[config.mk]
export PLATFORM = sky130hd
export DESIGN_NAME = aes256cbc_ram
export DESIGN_NICKNAME = d
export VERILOG_FILES = /design/src/rtl/aes256cbc_ram.sv
export SDC_FILE = /design/constraint.sdc
export NUM_CORES = 1
export LEC_CHECK = 0
export ABC_AREA = 0
export ABC_CLOCK_PERIOD_IN_PS = 4500
export BUFFER_PORTS_ARGS = -buffer_cell sky130_fd_sc_hd__buf_4
export CORE_UTILIZATION = 61
export DETAILED_ROUTE_END_ITERATION = 7
export MAX_ROUTING_LAYER = met4
export PLACE_DENSITY = 0.83
export SETUP_SLACK_MARGIN = 0.15
export SLEW_MARGIN = 20
export SYNTH_ARGS = -nofsm -noshare
export SYNTH_HDL_FRONTEND = slang
export SYNTH_SLANG_ARGS = --single-unit
[constraint.sdc]
create_clock -name clk -period 4.5 [get_ports clk]
set_input_delay 0.45 -clock clk [delete_from_list [all_inputs] [get_ports clk]]
set_output_delay 0.45 -clock clk [all_outputs]
set_load 0.005 [all_outputs]
[src/rtl/aes256cbc_ram.sv]
module aes256cbc_ram #(
  parameter int Width = 32,
  parameter int Depth = 16
) (
  input  logic                     clk,
  input  logic                     we,
  input  logic [$clog2(Depth)-1:0] waddr,
  input  logic [Width-1:0]         wdata,
  input  logic [$clog2(Depth)-1:0] raddr,
  output logic [Width-1:0]         rdata
);
  logic [Width-1:0] mem [Depth];
  logic [Width-1:0] rdata_r;

  always_ff @(posedge clk) begin
    if (we) begin
      mem[waddr] <= wdata;
    end
    rdata_r <= mem[raddr];
  end

  assign rdata = rdata_r;
endmodule

==> flow_summary.ini <==
[die]
core_region_area_um2 = 31800
die_area_um2 = 33270
die_x_um = 182.4
row_count = 65
initial_utilization = 0.6244
fp.dieH_um = 182.4
io_pins = 74

[routing]
first_pass_iters = 5
drtAntennaViolNets = 0
viasPerCell = 6.509
drc = 0
drt_iter0_markers = 1102
wire_per_inst_um = 30.10
wl_um = 43110
vias = 9321

[run_status]
status = finished, final reports clean

[clock_tree]
clk_pin_slew_ps = 70
clockBufferDepth = 3
htree_levels = 2
hold_buffers = 0
cts_tree = done
cts_root_buf = clkbuf_16
ctsResizeCount = 0
post_cts_buffers = 0
cts.sinks = 544
clk_latency_ps = 560
cts_buffers = 50

[logic_synthesis]
synth_xor_area_frac = 0
yosysUniqueCellTypes = 18
synth_area_per_cell_um2 = 23.69
synth_compound_area_frac = 0.02420
synth_nets = 880
ys_seq_area_frac = 0.8067
synth_cells = 838
synthMuxAreaShare = 0.1452
syn_area_um2 = 19850
synth_simple_gate_area_share = 0.01273
synth_fa_ha_area_frac = 0
synth-seq-cells = 544
yosysWarningCount = 0
synth_top_family_by_area = multiplexers

[place]
gp_congestion = 0.7587
placedCellCount = 1335
dp_hpwl_um = 22160
io_buffers = 73

[timing]
tightest_slew_ps = 1105
timing.final.crit_share = 0.4528
rsz0062_at_grt = false
setup_viol = 0
fmax_mhz = 490.7
max_slew_margin = 0.2618
holdWs_ps = 183.1
final.setup_skew_ps = 14.56
layout_min_cycle_time_ps = 2038
drv_slew = 0
hold_viol = 0
tns_ps = 0

[power_and_ir_drop]
power.total_mw = 10.34
power_density_nw_per_um2 = 453.8
power_leakage_nw = 7.365
peakVddDrop_v = 0.0003112

[layout]
final_nets = 996
postLayoutCoreUtil = 0.7163
layout-drive-gt1-share = 0.3327
area_growth_pct = 14.73
final_cell_mix = edfxtp_1, mux4_2, buf_4, a22oi_1, clkbuf_16
final_common_cell = edfxtp_1
final_cell_count_no_fill = 1432

[run]
cap_violations = 0

[setup_path]
path_class = in -> reg
path_delay_family = buffers and inverters
startpoint_type = primary input
cpMaxStageDelayCell = clkbuf_8
path_cells = clkbuf_8, buf_4, mux4_2, a22oi_1, nand2_1
end_kind = register
crit_arrival_ps = 2470
path_max_fanout = 70
max_stage_delay_ps = 620
worstPathRequired_ps = 4930
cp_num_buf_inv = 2

[global_routing]
grt_pass1_vias = 9643
grtUsageTotal = 0.2784
antenna_found_initial = 2
grt_first_pass_wirelength_um = 62670
grt_max_degree = 71
overflow = 0

[min_path]
hold_path.class = in -> reg
-- worst reg2reg max path, stage by stage (launching register included) --
cell	delay [ps]
edfxtp_1	430
mux4_2	550
a22oi_1	280
nand2_1	90
-- cell families after synthesis --
| logic type | Yosys count |
|---|---|
| mux | 128 |
| buf+inv | 43 |
| compound gates | 64 |
| flops | 544 |
| simple gates | 59 |
-- path summary, 6_finish.rpt --
path | start | to | slack (ps) | cells past startpoint
min reg2reg | mem[15][30] | rdata[30] | 670 | 3
max reg2reg | mem[10][3] | rdata[3] | 3040 | 3
min | wdata[15] | mem[6][15] | 180 | 1
max | raddr[0] | rdata[20] | 2460 | 5
-- Yosys cell counts --
| library cell | n | area (um^2) |
|---|---|---|
| edfxtp_1 | 512 | 15370 |
| mux4_2 | 128 | 2883 |
| a22oi_1 | 64 | 480.5 |
| nand2_1 | 33 | 123.9 |
| dfxtp_1 | 32 | 640.6 |
| clkbuf_1 | 17 | 63.81 |
| nor2_1 | 13 | 48.80 |
| buf_4 | 11 | 82.58 |
| buf_1 | 9 | 33.78 |
| buf_2 | 4 | 20.02 |
| nor3_1 | 4 | 20.02 |
| buf_6 | 2 | 22.52 |
| nand2b_1 | 2 | 12.51 |
| nand3b_1 | 2 | 15.01 |
| nor2b_1 | 2 | 12.51 |
| and2_1 | 1 | 6.260 |
| nand3_1 | 1 | 5.000 |
| or3b_2 | 1 | 8.760 |
-- power breakdown --
part           internal, mW  leakage [nW]  total (mW)  switching [mW]
Sequential             5.66          4.89        5.71          0.0426
Combinational         0.231          1.68       0.517           0.286
Clock                  2.33         0.791        4.11            1.79
-- through the flow --
| stage | area [um^2] | setup slack, ps |
|---|---|---|
| after floorplan | 19850 | 870.4 |
| after global placement | 21120 | 1861 |
| after detailed placement | 21120 | 1854 |
| after CTS | 22730 | 2399 |
| after global routing | 22780 | 2291 |
| final | 22780 | 2462 |
-- sequential cells by signal (all words and copies together) (netlist names) --
signal  cells
rdata      32
mem       512
-- layout make-up --
type	instances	area, um^2
Sequential cell	544	16020
Tap cell	435	544.3
Clock inverter	22	145.1
Multi-Input combinational cell	251	3750
Antenna cell	2	5.005
Fill cell	1699	9021
Clock buffer	71	1464
Timing Repair Buffer	107	854.6
-- metal layers --
metal	wire length (um)	global-route usage
met5	0	-
met4	1534	0.1096
met3	4077	0.04969
met1	15910	0.3726
met2	21580	0.4345
Power figures use the tool's default switching activity.
