## src/rtl/aes256cbc_pkg.sv

```systemverilog
package aes256cbc_pkg;

  localparam int WORD_W      = 64;
  localparam int BLOCK_W     = 128;
  localparam int NUM_ROUNDS  = 14;
  localparam int NUM_RK      = NUM_ROUNDS + 1;
  localparam int RK_AW       = $clog2(NUM_RK);
  localparam int EXP_WORDS   = 4 * NUM_RK;
  localparam int EXP_CW      = $clog2(EXP_WORDS);
  localparam int CFG_IDX_W   = 3;
  localparam int QUEUE_DEPTH = 2;

  typedef logic [BLOCK_W-1:0] block_t;
  typedef logic [7:0]         gf_byte_t;
  typedef logic [31:0]        kword_t;

  typedef enum logic [CFG_IDX_W-1:0] {
    REG_KEY0 = 3'd0,
    REG_KEY1 = 3'd1,
    REG_KEY2 = 3'd2,
    REG_KEY3 = 3'd3,
    REG_MODE = 3'd4
  } cfg_reg_t;

  typedef enum logic [1:0] {
    CS_IDLE,
    CS_KEY0,
    CS_ROUND
  } core_state_t;

  typedef struct packed {
    block_t data;
    logic   first_block;
  } q_entry_t;

  typedef struct packed {
    logic busy;
    logic decrypt;
  } key_status_t;

  typedef struct packed {
    logic             we;
    logic [RK_AW-1:0] addr;
    block_t           data;
  } rk_write_t;

  typedef logic [7:0] sbox_t [256];
  typedef logic [7:0] coef4_t [4];

  localparam sbox_t SBOX = '{
    8'h63, 8'h7c, 8'h77, 8'h7b, 8'hf2, 8'h6b, 8'h6f, 8'hc5,
    8'h30, 8'h01, 8'h67, 8'h2b, 8'hfe, 8'hd7, 8'hab, 8'h76,
    8'hca, 8'h82, 8'hc9, 8'h7d, 8'hfa, 8'h59, 8'h47, 8'hf0,
    8'had, 8'hd4, 8'ha2, 8'haf, 8'h9c, 8'ha4, 8'h72, 8'hc0,
    8'hb7, 8'hfd, 8'h93, 8'h26, 8'h36, 8'h3f, 8'hf7, 8'hcc,
    8'h34, 8'ha5, 8'he5, 8'hf1, 8'h71, 8'hd8, 8'h31, 8'h15,
    8'h04, 8'hc7, 8'h23, 8'hc3, 8'h18, 8'h96, 8'h05, 8'h9a,
    8'h07, 8'h12, 8'h80, 8'he2, 8'heb, 8'h27, 8'hb2, 8'h75,
    8'h09, 8'h83, 8'h2c, 8'h1a, 8'h1b, 8'h6e, 8'h5a, 8'ha0,
    8'h52, 8'h3b, 8'hd6, 8'hb3, 8'h29, 8'he3, 8'h2f, 8'h84,
    8'h53, 8'hd1, 8'h00, 8'hed, 8'h20, 8'hfc, 8'hb1, 8'h5b,
    8'h6a, 8'hcb, 8'hbe, 8'h39, 8'h4a, 8'h4c, 8'h58, 8'hcf,
    8'hd0, 8'hef, 8'haa, 8'hfb, 8'h43, 8'h4d, 8'h33, 8'h85,
    8'h45, 8'hf9, 8'h02, 8'h7f, 8'h50, 8'h3c, 8'h9f, 8'ha8,
    8'h51, 8'ha3, 8'h40, 8'h8f, 8'h92, 8'h9d, 8'h38, 8'hf5,
    8'hbc, 8'hb6, 8'hda, 8'h21, 8'h10, 8'hff, 8'hf3, 8'hd2,
    8'hcd, 8'h0c, 8'h13, 8'hec, 8'h5f, 8'h97, 8'h44, 8'h17,
    8'hc4, 8'ha7, 8'h7e, 8'h3d, 8'h64, 8'h5d, 8'h19, 8'h73,
    8'h60, 8'h81, 8'h4f, 8'hdc, 8'h22, 8'h2a, 8'h90, 8'h88,
    8'h46, 8'hee, 8'hb8, 8'h14, 8'hde, 8'h5e, 8'h0b, 8'hdb,
    8'he0, 8'h32, 8'h3a, 8'h0a, 8'h49, 8'h06, 8'h24, 8'h5c,
    8'hc2, 8'hd3, 8'hac, 8'h62, 8'h91, 8'h95, 8'he4, 8'h79,
    8'he7, 8'hc8, 8'h37, 8'h6d, 8'h8d, 8'hd5, 8'h4e, 8'ha9,
    8'h6c, 8'h56, 8'hf4, 8'hea, 8'h65, 8'h7a, 8'hae, 8'h08,
    8'hba, 8'h78, 8'h25, 8'h2e, 8'h1c, 8'ha6, 8'hb4, 8'hc6,
    8'he8, 8'hdd, 8'h74, 8'h1f, 8'h4b, 8'hbd, 8'h8b, 8'h8a,
    8'h70, 8'h3e, 8'hb5, 8'h66, 8'h48, 8'h03, 8'hf6, 8'h0e,
    8'h61, 8'h35, 8'h57, 8'hb9, 8'h86, 8'hc1, 8'h1d, 8'h9e,
    8'he1, 8'hf8, 8'h98, 8'h11, 8'h69, 8'hd9, 8'h8e, 8'h94,
    8'h9b, 8'h1e, 8'h87, 8'he9, 8'hce, 8'h55, 8'h28, 8'hdf,
    8'h8c, 8'ha1, 8'h89, 8'h0d, 8'hbf, 8'he6, 8'h42, 8'h68,
    8'h41, 8'h99, 8'h2d, 8'h0f, 8'hb0, 8'h54, 8'hbb, 8'h16
  };

  function automatic sbox_t build_inv_sbox();
    sbox_t t;
    for (int i = 0; i < 256; i++) begin
      t[SBOX[i]] = 8'(i);
    end
    return t;
  endfunction

  localparam sbox_t INV_SBOX = build_inv_sbox();

  localparam coef4_t FWD_COEF = '{8'd2, 8'd3, 8'd1, 8'd1};
  localparam coef4_t INV_COEF = '{8'd14, 8'd11, 8'd13, 8'd9};

  function automatic gf_byte_t xtime(input gf_byte_t b);
    return {b[6:0], 1'b0} ^ (b[7] ? 8'h1b : 8'h00);
  endfunction

  // multiply by a small constant (below 16)
  function automatic gf_byte_t mulc(input gf_byte_t a, input gf_byte_t c);
    gf_byte_t x2, x4, x8, r;
    x2 = xtime(a);
    x4 = xtime(x2);
    x8 = xtime(x4);
    r  = 8'h00;
    if (c[0]) r = r ^ a;
    if (c[1]) r = r ^ x2;
    if (c[2]) r = r ^ x4;
    if (c[3]) r = r ^ x8;
    return r;
  endfunction

  function automatic block_t sub_block(input block_t s, input logic inv);
    block_t r;
    for (int i = 0; i < 16; i++) begin
      r[127-8*i -: 8] = inv ? INV_SBOX[s[127-8*i -: 8]] : SBOX[s[127-8*i -: 8]];
    end
    return r;
  endfunction

  function automatic block_t shift_block(input block_t s, input logic inv);
    block_t r;
    for (int rw = 0; rw < 4; rw++) begin
      for (int c = 0; c < 4; c++) begin
        if (inv) begin
          r[127-8*(rw+4*((c+rw)%4)) -: 8] = s[127-8*(rw+4*c) -: 8];
        end else begin
          r[127-8*(rw+4*c) -: 8] = s[127-8*(rw+4*((c+rw)%4)) -: 8];
        end
      end
    end
    return r;
  endfunction

  function automatic block_t mix_block(input block_t s, input logic inv);
    block_t   r;
    gf_byte_t o;
    for (int c = 0; c < 4; c++) begin
      for (int rw = 0; rw < 4; rw++) begin
        o = 8'h00;
        for (int k = 0; k < 4; k++) begin
          o = o ^ mulc(s[127-8*(4*c+k) -: 8],
                       inv ? INV_COEF[(k+4-rw)%4] : FWD_COEF[(k+4-rw)%4]);
        end
        r[127-8*(4*c+rw) -: 8] = o;
      end
    end
    return r;
  endfunction

  function automatic kword_t sub_word(input kword_t w);
    return {SBOX[w[31:24]], SBOX[w[23:16]], SBOX[w[15:8]], SBOX[w[7:0]]};
  endfunction

endpackage

```

## src/rtl/aes256cbc_ifs.sv

```systemverilog
interface aes256cbc_in_if;
  logic                              valid;
  logic                              ready;
  logic [aes256cbc_pkg::WORD_W-1:0]  data_high;
  logic [aes256cbc_pkg::WORD_W-1:0]  data_low;
  logic                              first_block;
  modport source (output valid, data_high, data_low, first_block, input ready);
  modport sink (input valid, data_high, data_low, first_block, output ready);
endinterface


```

## src/rtl/aes256cbc_front.sv

```systemverilog
module aes256cbc_front #(
  parameter int QDepth = 2
) (
  input  logic                    clk,
  input  logic                    rst_n,
  aes256cbc_in_if.sink            in_ch,
  output logic                    q_valid,
  output aes256cbc_pkg::q_entry_t q_head,
  input  logic                    q_pop
);
  import aes256cbc_pkg::*;

  localparam int PW = $clog2(QDepth);
  localparam int CW = $clog2(QDepth + 1);

  q_entry_t        slot_r [QDepth];
  logic [PW-1:0]   wr_ptr_r, rd_ptr_r;
  logic [CW-1:0]   count_r;
  logic            push;
  logic            pop;

  assign in_ch.ready = (count_r != CW'(QDepth));
  assign push        = in_ch.valid && in_ch.ready;
  assign q_valid     = (count_r != '0);
  assign pop         = q_pop && q_valid;
  assign q_head      = slot_r[rd_ptr_r];

  always_ff @(posedge clk) begin
    if (!rst_n) begin
      wr_ptr_r <= '0;
      rd_ptr_r <= '0;
      count_r  <= '0;
    end else begin
      if (push) begin
        wr_ptr_r <= (wr_ptr_r == PW'(QDepth - 1)) ? '0 : wr_ptr_r + 1'b1;
      end
      if (pop) begin
        rd_ptr_r <= (rd_ptr_r == PW'(QDepth - 1)) ? '0 : rd_ptr_r + 1'b1;
      end
      if (push && !pop) begin
        count_r <= count_r + 1'b1;
      end else if (pop && !push) begin
        count_r <= count_r - 1'b1;
      end
    end
  end

  always_ff @(posedge clk) begin
    if (push) begin
      slot_r[wr_ptr_r] <= '{data: {in_ch.data_high, in_ch.data_low},
                             first_block: in_ch.first_block};
    end
  end
endmodule

```

## src/flat_wrapper.sv

```systemverilog
// flat-port wrapper written by rule: the top's interface ports become plain ports
module aes256cbc_front_flat import aes256cbc_pkg::*;
#(
  parameter int QDepth = 2
)
  (clk, rst_n, q_valid, q_head, q_pop, in_ch_valid, in_ch_data_high, in_ch_data_low, in_ch_first_block, in_ch_ready);
  aes256cbc_in_if in_ch_i ();
  input  logic clk;
  input  logic rst_n;
  output logic q_valid;
  output aes256cbc_pkg::q_entry_t q_head;
  input  logic q_pop;
  input wire logic [$bits(in_ch_i.valid)-1:0] in_ch_valid;
  input wire logic [$bits(in_ch_i.data_high)-1:0] in_ch_data_high;
  input wire logic [$bits(in_ch_i.data_low)-1:0] in_ch_data_low;
  input wire logic [$bits(in_ch_i.first_block)-1:0] in_ch_first_block;
  output wire logic [$bits(in_ch_i.ready)-1:0] in_ch_ready;
  assign in_ch_i.valid = in_ch_valid;
  assign in_ch_i.data_high = in_ch_data_high;
  assign in_ch_i.data_low = in_ch_data_low;
  assign in_ch_i.first_block = in_ch_first_block;
  assign in_ch_ready = in_ch_i.ready;
  aes256cbc_front #(.QDepth(QDepth)) u_core (.clk(clk), .rst_n(rst_n), .in_ch(in_ch_i), .q_valid(q_valid), .q_head(q_head), .q_pop(q_pop));
endmodule
```

## config.mk

```make
export PLATFORM = sky130hd
export DESIGN_NAME = aes256cbc_front_flat
export DESIGN_NICKNAME = d
export VERILOG_FILES = /design/src/rtl/aes256cbc_pkg.sv /design/src/rtl/aes256cbc_ifs.sv /design/src/rtl/aes256cbc_front.sv /design/src/flat_wrapper.sv
export SDC_FILE = /design/constraint.sdc
export NUM_CORES = 1
export LEC_CHECK = 0
export BUFFER_PORTS_ARGS = -buffer_cell sky130_fd_sc_hd__buf_2
export CAP_MARGIN = 30
export CORE_ASPECT_RATIO = 0.5
export CORE_MARGIN = 2
export CORE_UTILIZATION = 40
export DETAILED_ROUTE_END_ITERATION = 16
export PLACE_DENSITY = 0.76
export RECOVER_POWER = 100
export SYNTH_ARGS = -nofsm -noshare
export SYNTH_HDL_FRONTEND = slang
export SYNTH_SLANG_ARGS = --single-unit
```

## constraint.sdc

```tcl
create_clock -name clk -period 13.06 [get_ports clk]
set_clock_uncertainty 0.1 [all_clocks]
set_input_delay 2.612 -clock clk [delete_from_list [all_inputs] [get_ports clk]]
set_output_delay 2.612 -clock clk [all_outputs]
set_load 0.03 [all_outputs]
```

==> flow_summary.json <==
{
  "status": "finished with violations",
  "violations": "max-capacitance violations, max-slew violations",
  "cts_setup_buffers": 0,
  "cts_hold_buf": 0,
  "worst_setup_path_end_kind": "flip-flop",
  "worst-endpoint-arrival_ps": 8480,
  "dieArea_um2": 25300,
  "synth_top_family_by_area": "multiplexers",
  "r2r_start": "u_core.count_r[0]$_SDFFE_PN0P_",
  "cp.required_ps": 12990,
  "setup_viol": 0,
  "fin_util_pct": 50.5,
  "crit_path_start_kind": "input port",
  "cts_tree": "built",
  "fin_area_um2": 11700,
  "tightest_slew_ps": 4170,
  "grt_pass1_vias": 5405,
  "cts_inserted_buffers": 24,
  "reg2reg_depth": 4,
  "vias": 4921,
  "clk_latency_ps": 510,
  "relSlewSlack_pct": -178,
  "netlist_instances": 425,
  "reg2reg_to": "u_core.slot_r[1][52]$_DFFE_PP_",
  "fin_crit_sh_pct": 65.4,
  "initial_utilization_pct": 41.4,
  "drc": 0,
  "grtUsageTotal_pct": 15.4,
  "finalWirelength_um": 20200,
  "gp_congestion": 0.802,
  "avgSynthCellArea_um2": 22.6,
  "yosysWarnings": 0,
  "cts_resized": 0,
  "grt_start_max_net_pins": 73,
  "synth_fp_nets": 559,
  "muxShareOfSynthArea_pct": 15.2,
  "ys_seq_elements": 263,
  "die_w_um": 223,
  "clkTransAtPathRegs_ps": 60,
  "htreeDepth": 1,
  "p_per_area_nw_per_um2": 213,
  "hp-class": "flip-flop to flip-flop",
  "synth-xor-area-share_pct": 0.274,
  "synth.distinct_cells": 21,
  "cts_sinks": 263,
  "wl_per_cell_um": 19.5,
  "synth_fa_ha_area_share_pct": 0.131,
  "yosysTopAreaCell": "edfxtp_1",
  "overflow": 0,
  "maxSlewViolCount": 327,
  "drive_gt1_share_pct": 33.6,
  "dp_hpwl_um": 13500,
  "first_pass_iters": 6,
  "cts-root-buf": "clkbuf_16",
  "cp_max_fo": 68,
  "synth.area.top_cells": "edfxtp_1, mux2_2, buf_6",
  "yosys.area.top_type_share_pct": 80.8,
  "io_buffer_count": 263,
  "grt_pass1_wl_um": 29600,
  "final_antenna_net_count": 0,
  "p_total_mw": 2.49,
  "period_minus_slack_ps": 8550,
  "synth_compound_gate_area_share_pct": 0.365,
  "fmax_ghz": 0.117,
  "rows": 39,
  "synth.yosys.seq_area_share_pct": 81.9,
  "final_common_cell": "edfxtp_1",
  "area_growth_pct": 22.1,
  "die_h_um": 113,
  "antenna_found_initial": 3,
  "via_per_inst": 4.76,
  "crit_start": "in_ch_valid",
  "rsz0062_at_grt": "no",
  "core_um2": 23200,
  "r2r_slack_ps": 6150,
  "p_leak_nw": 3.89,
  "worstSetupEndpoint": "u_core.slot_r[1][52]$_DFFE_PP_",
  "layout_common_cells": "edfxtp_1, clkbuf_1, mux2_2, buf_2, clkbuf_16",
  "hold_violations": 0,
  "ir_drop_mv": 0.104,
  "cap_violations": 5,
  "io_pins": 264,
  "fin_tns_setup_ps": 0,
  "cts.path.max_buffers": 3,
  "place_area_um2": 11200,
  "synthSimpleGateAreaFrac_pct": 0.679,
  "drt-initial-drc-count": 359,
  "path_class": "input port to flip-flop",
  "netlist_area_um2": 9590,
  "nets": 839
}
[worst min path at each step]
stage                     slack [ps]  depth (start not counted)                        endpoint                           start
after global routing             530                          2  u_core.count_r[1]$_SDFFE_PN0P_  u_core.count_r[1]$_SDFFE_PN0P_
after detailed placement         470                          2  u_core.count_r[1]$_SDFFE_PN0P_  u_core.count_r[1]$_SDFFE_PN0P_
after CTS                        480                          2  u_core.count_r[1]$_SDFFE_PN0P_  u_core.count_r[1]$_SDFFE_PN0P_
after floorplan                  410                          2  u_core.count_r[1]$_SDFFE_PN0P_  u_core.count_r[1]$_SDFFE_PN0P_
final                            490                          2  u_core.count_r[1]$_SDFFE_PN0P_  u_core.count_r[1]$_SDFFE_PN0P_
after global placement           430                          2  u_core.count_r[1]$_SDFFE_PN0P_  u_core.count_r[1]$_SDFFE_PN0P_
[synth_stat cells]
master and n:
mux2_2 129, or3_1 1, and2_1 4, buf_6 11, dfxtp_1 5, nand2b_4 1, nand3b_1 1, a21bo_2 1
edfxtp_1 258, a21boi_0 1, buf_4 2, inv_1 1, buf_2 1, a21boi_1 1, or2_2 1, and3_1 1
o21ai_0 1, xor2_1 1, o21ai_1 1, ha_1 1, xnor2_1 2
[report_power, final]
group / internal (mW) / switching (mW) / total, mW
sequential: 1.07 / 0.0538 / 1.12
clock: 0.387 / 0.299 / 0.686
combinational: 0.214 / 0.466 / 0.681
total: 1.67 / 0.819 / 2.49
[cells by family after synthesis]
kind of cell | after synthesis
AND/OR/NAND/NOR | 9
multiplexers | 129
XOR/XNOR | 3
adder cells (fa/ha/maj) | 1
AO/OA/AOI/OAI | 5
buffers and inverters | 15
flip-flops | 263
[through the flow]
step,worst slack [ps],cells,hold slack [ps]
global route,3870,1033,532
global placement,7930,984,433
detailed placement,7910,984,470
floorplan,6820,425,412
CTS,7340,1028,480
finish,4510,1033,489
[critical path: stages]
cell,delay [ps]
clkbuf_1,130
and3_2,180
clkbuf_1,2580
clkbuf_1,2900
[sequential cells by signal, indices dropped and copies added (netlist names), named ones only]
signal	flops
u_core.count_r	2
u_core.slot_r	258
u_core.wr_ptr_r	1
u_core.rd_ptr_r	1
[routing by layer]
layer	vias up	share of wire [%]	global-route usage (%)	wire, µm
met3	50	3.4	3.22	679
met5	-	0	0	0
li1	2264	-	-	-
met1	2500	37	16.7	7440
met4	0	3.5	6.89	696
met2	107	56	29.2	11300
[area by class of cell]
class	instances	area [µm²]
Multi-Input combinational cell	147	1590
Clock inverter	18	133
Timing Repair Buffer	268	1100
Sequential cell	263	7850
Clock buffer	26	629
Antenna cell	3	7.51
Fill cell	2002	11500
Tap cell	307	384
Inverter	1	5.00
Note: power is estimated with default switching activity, not from simulation.
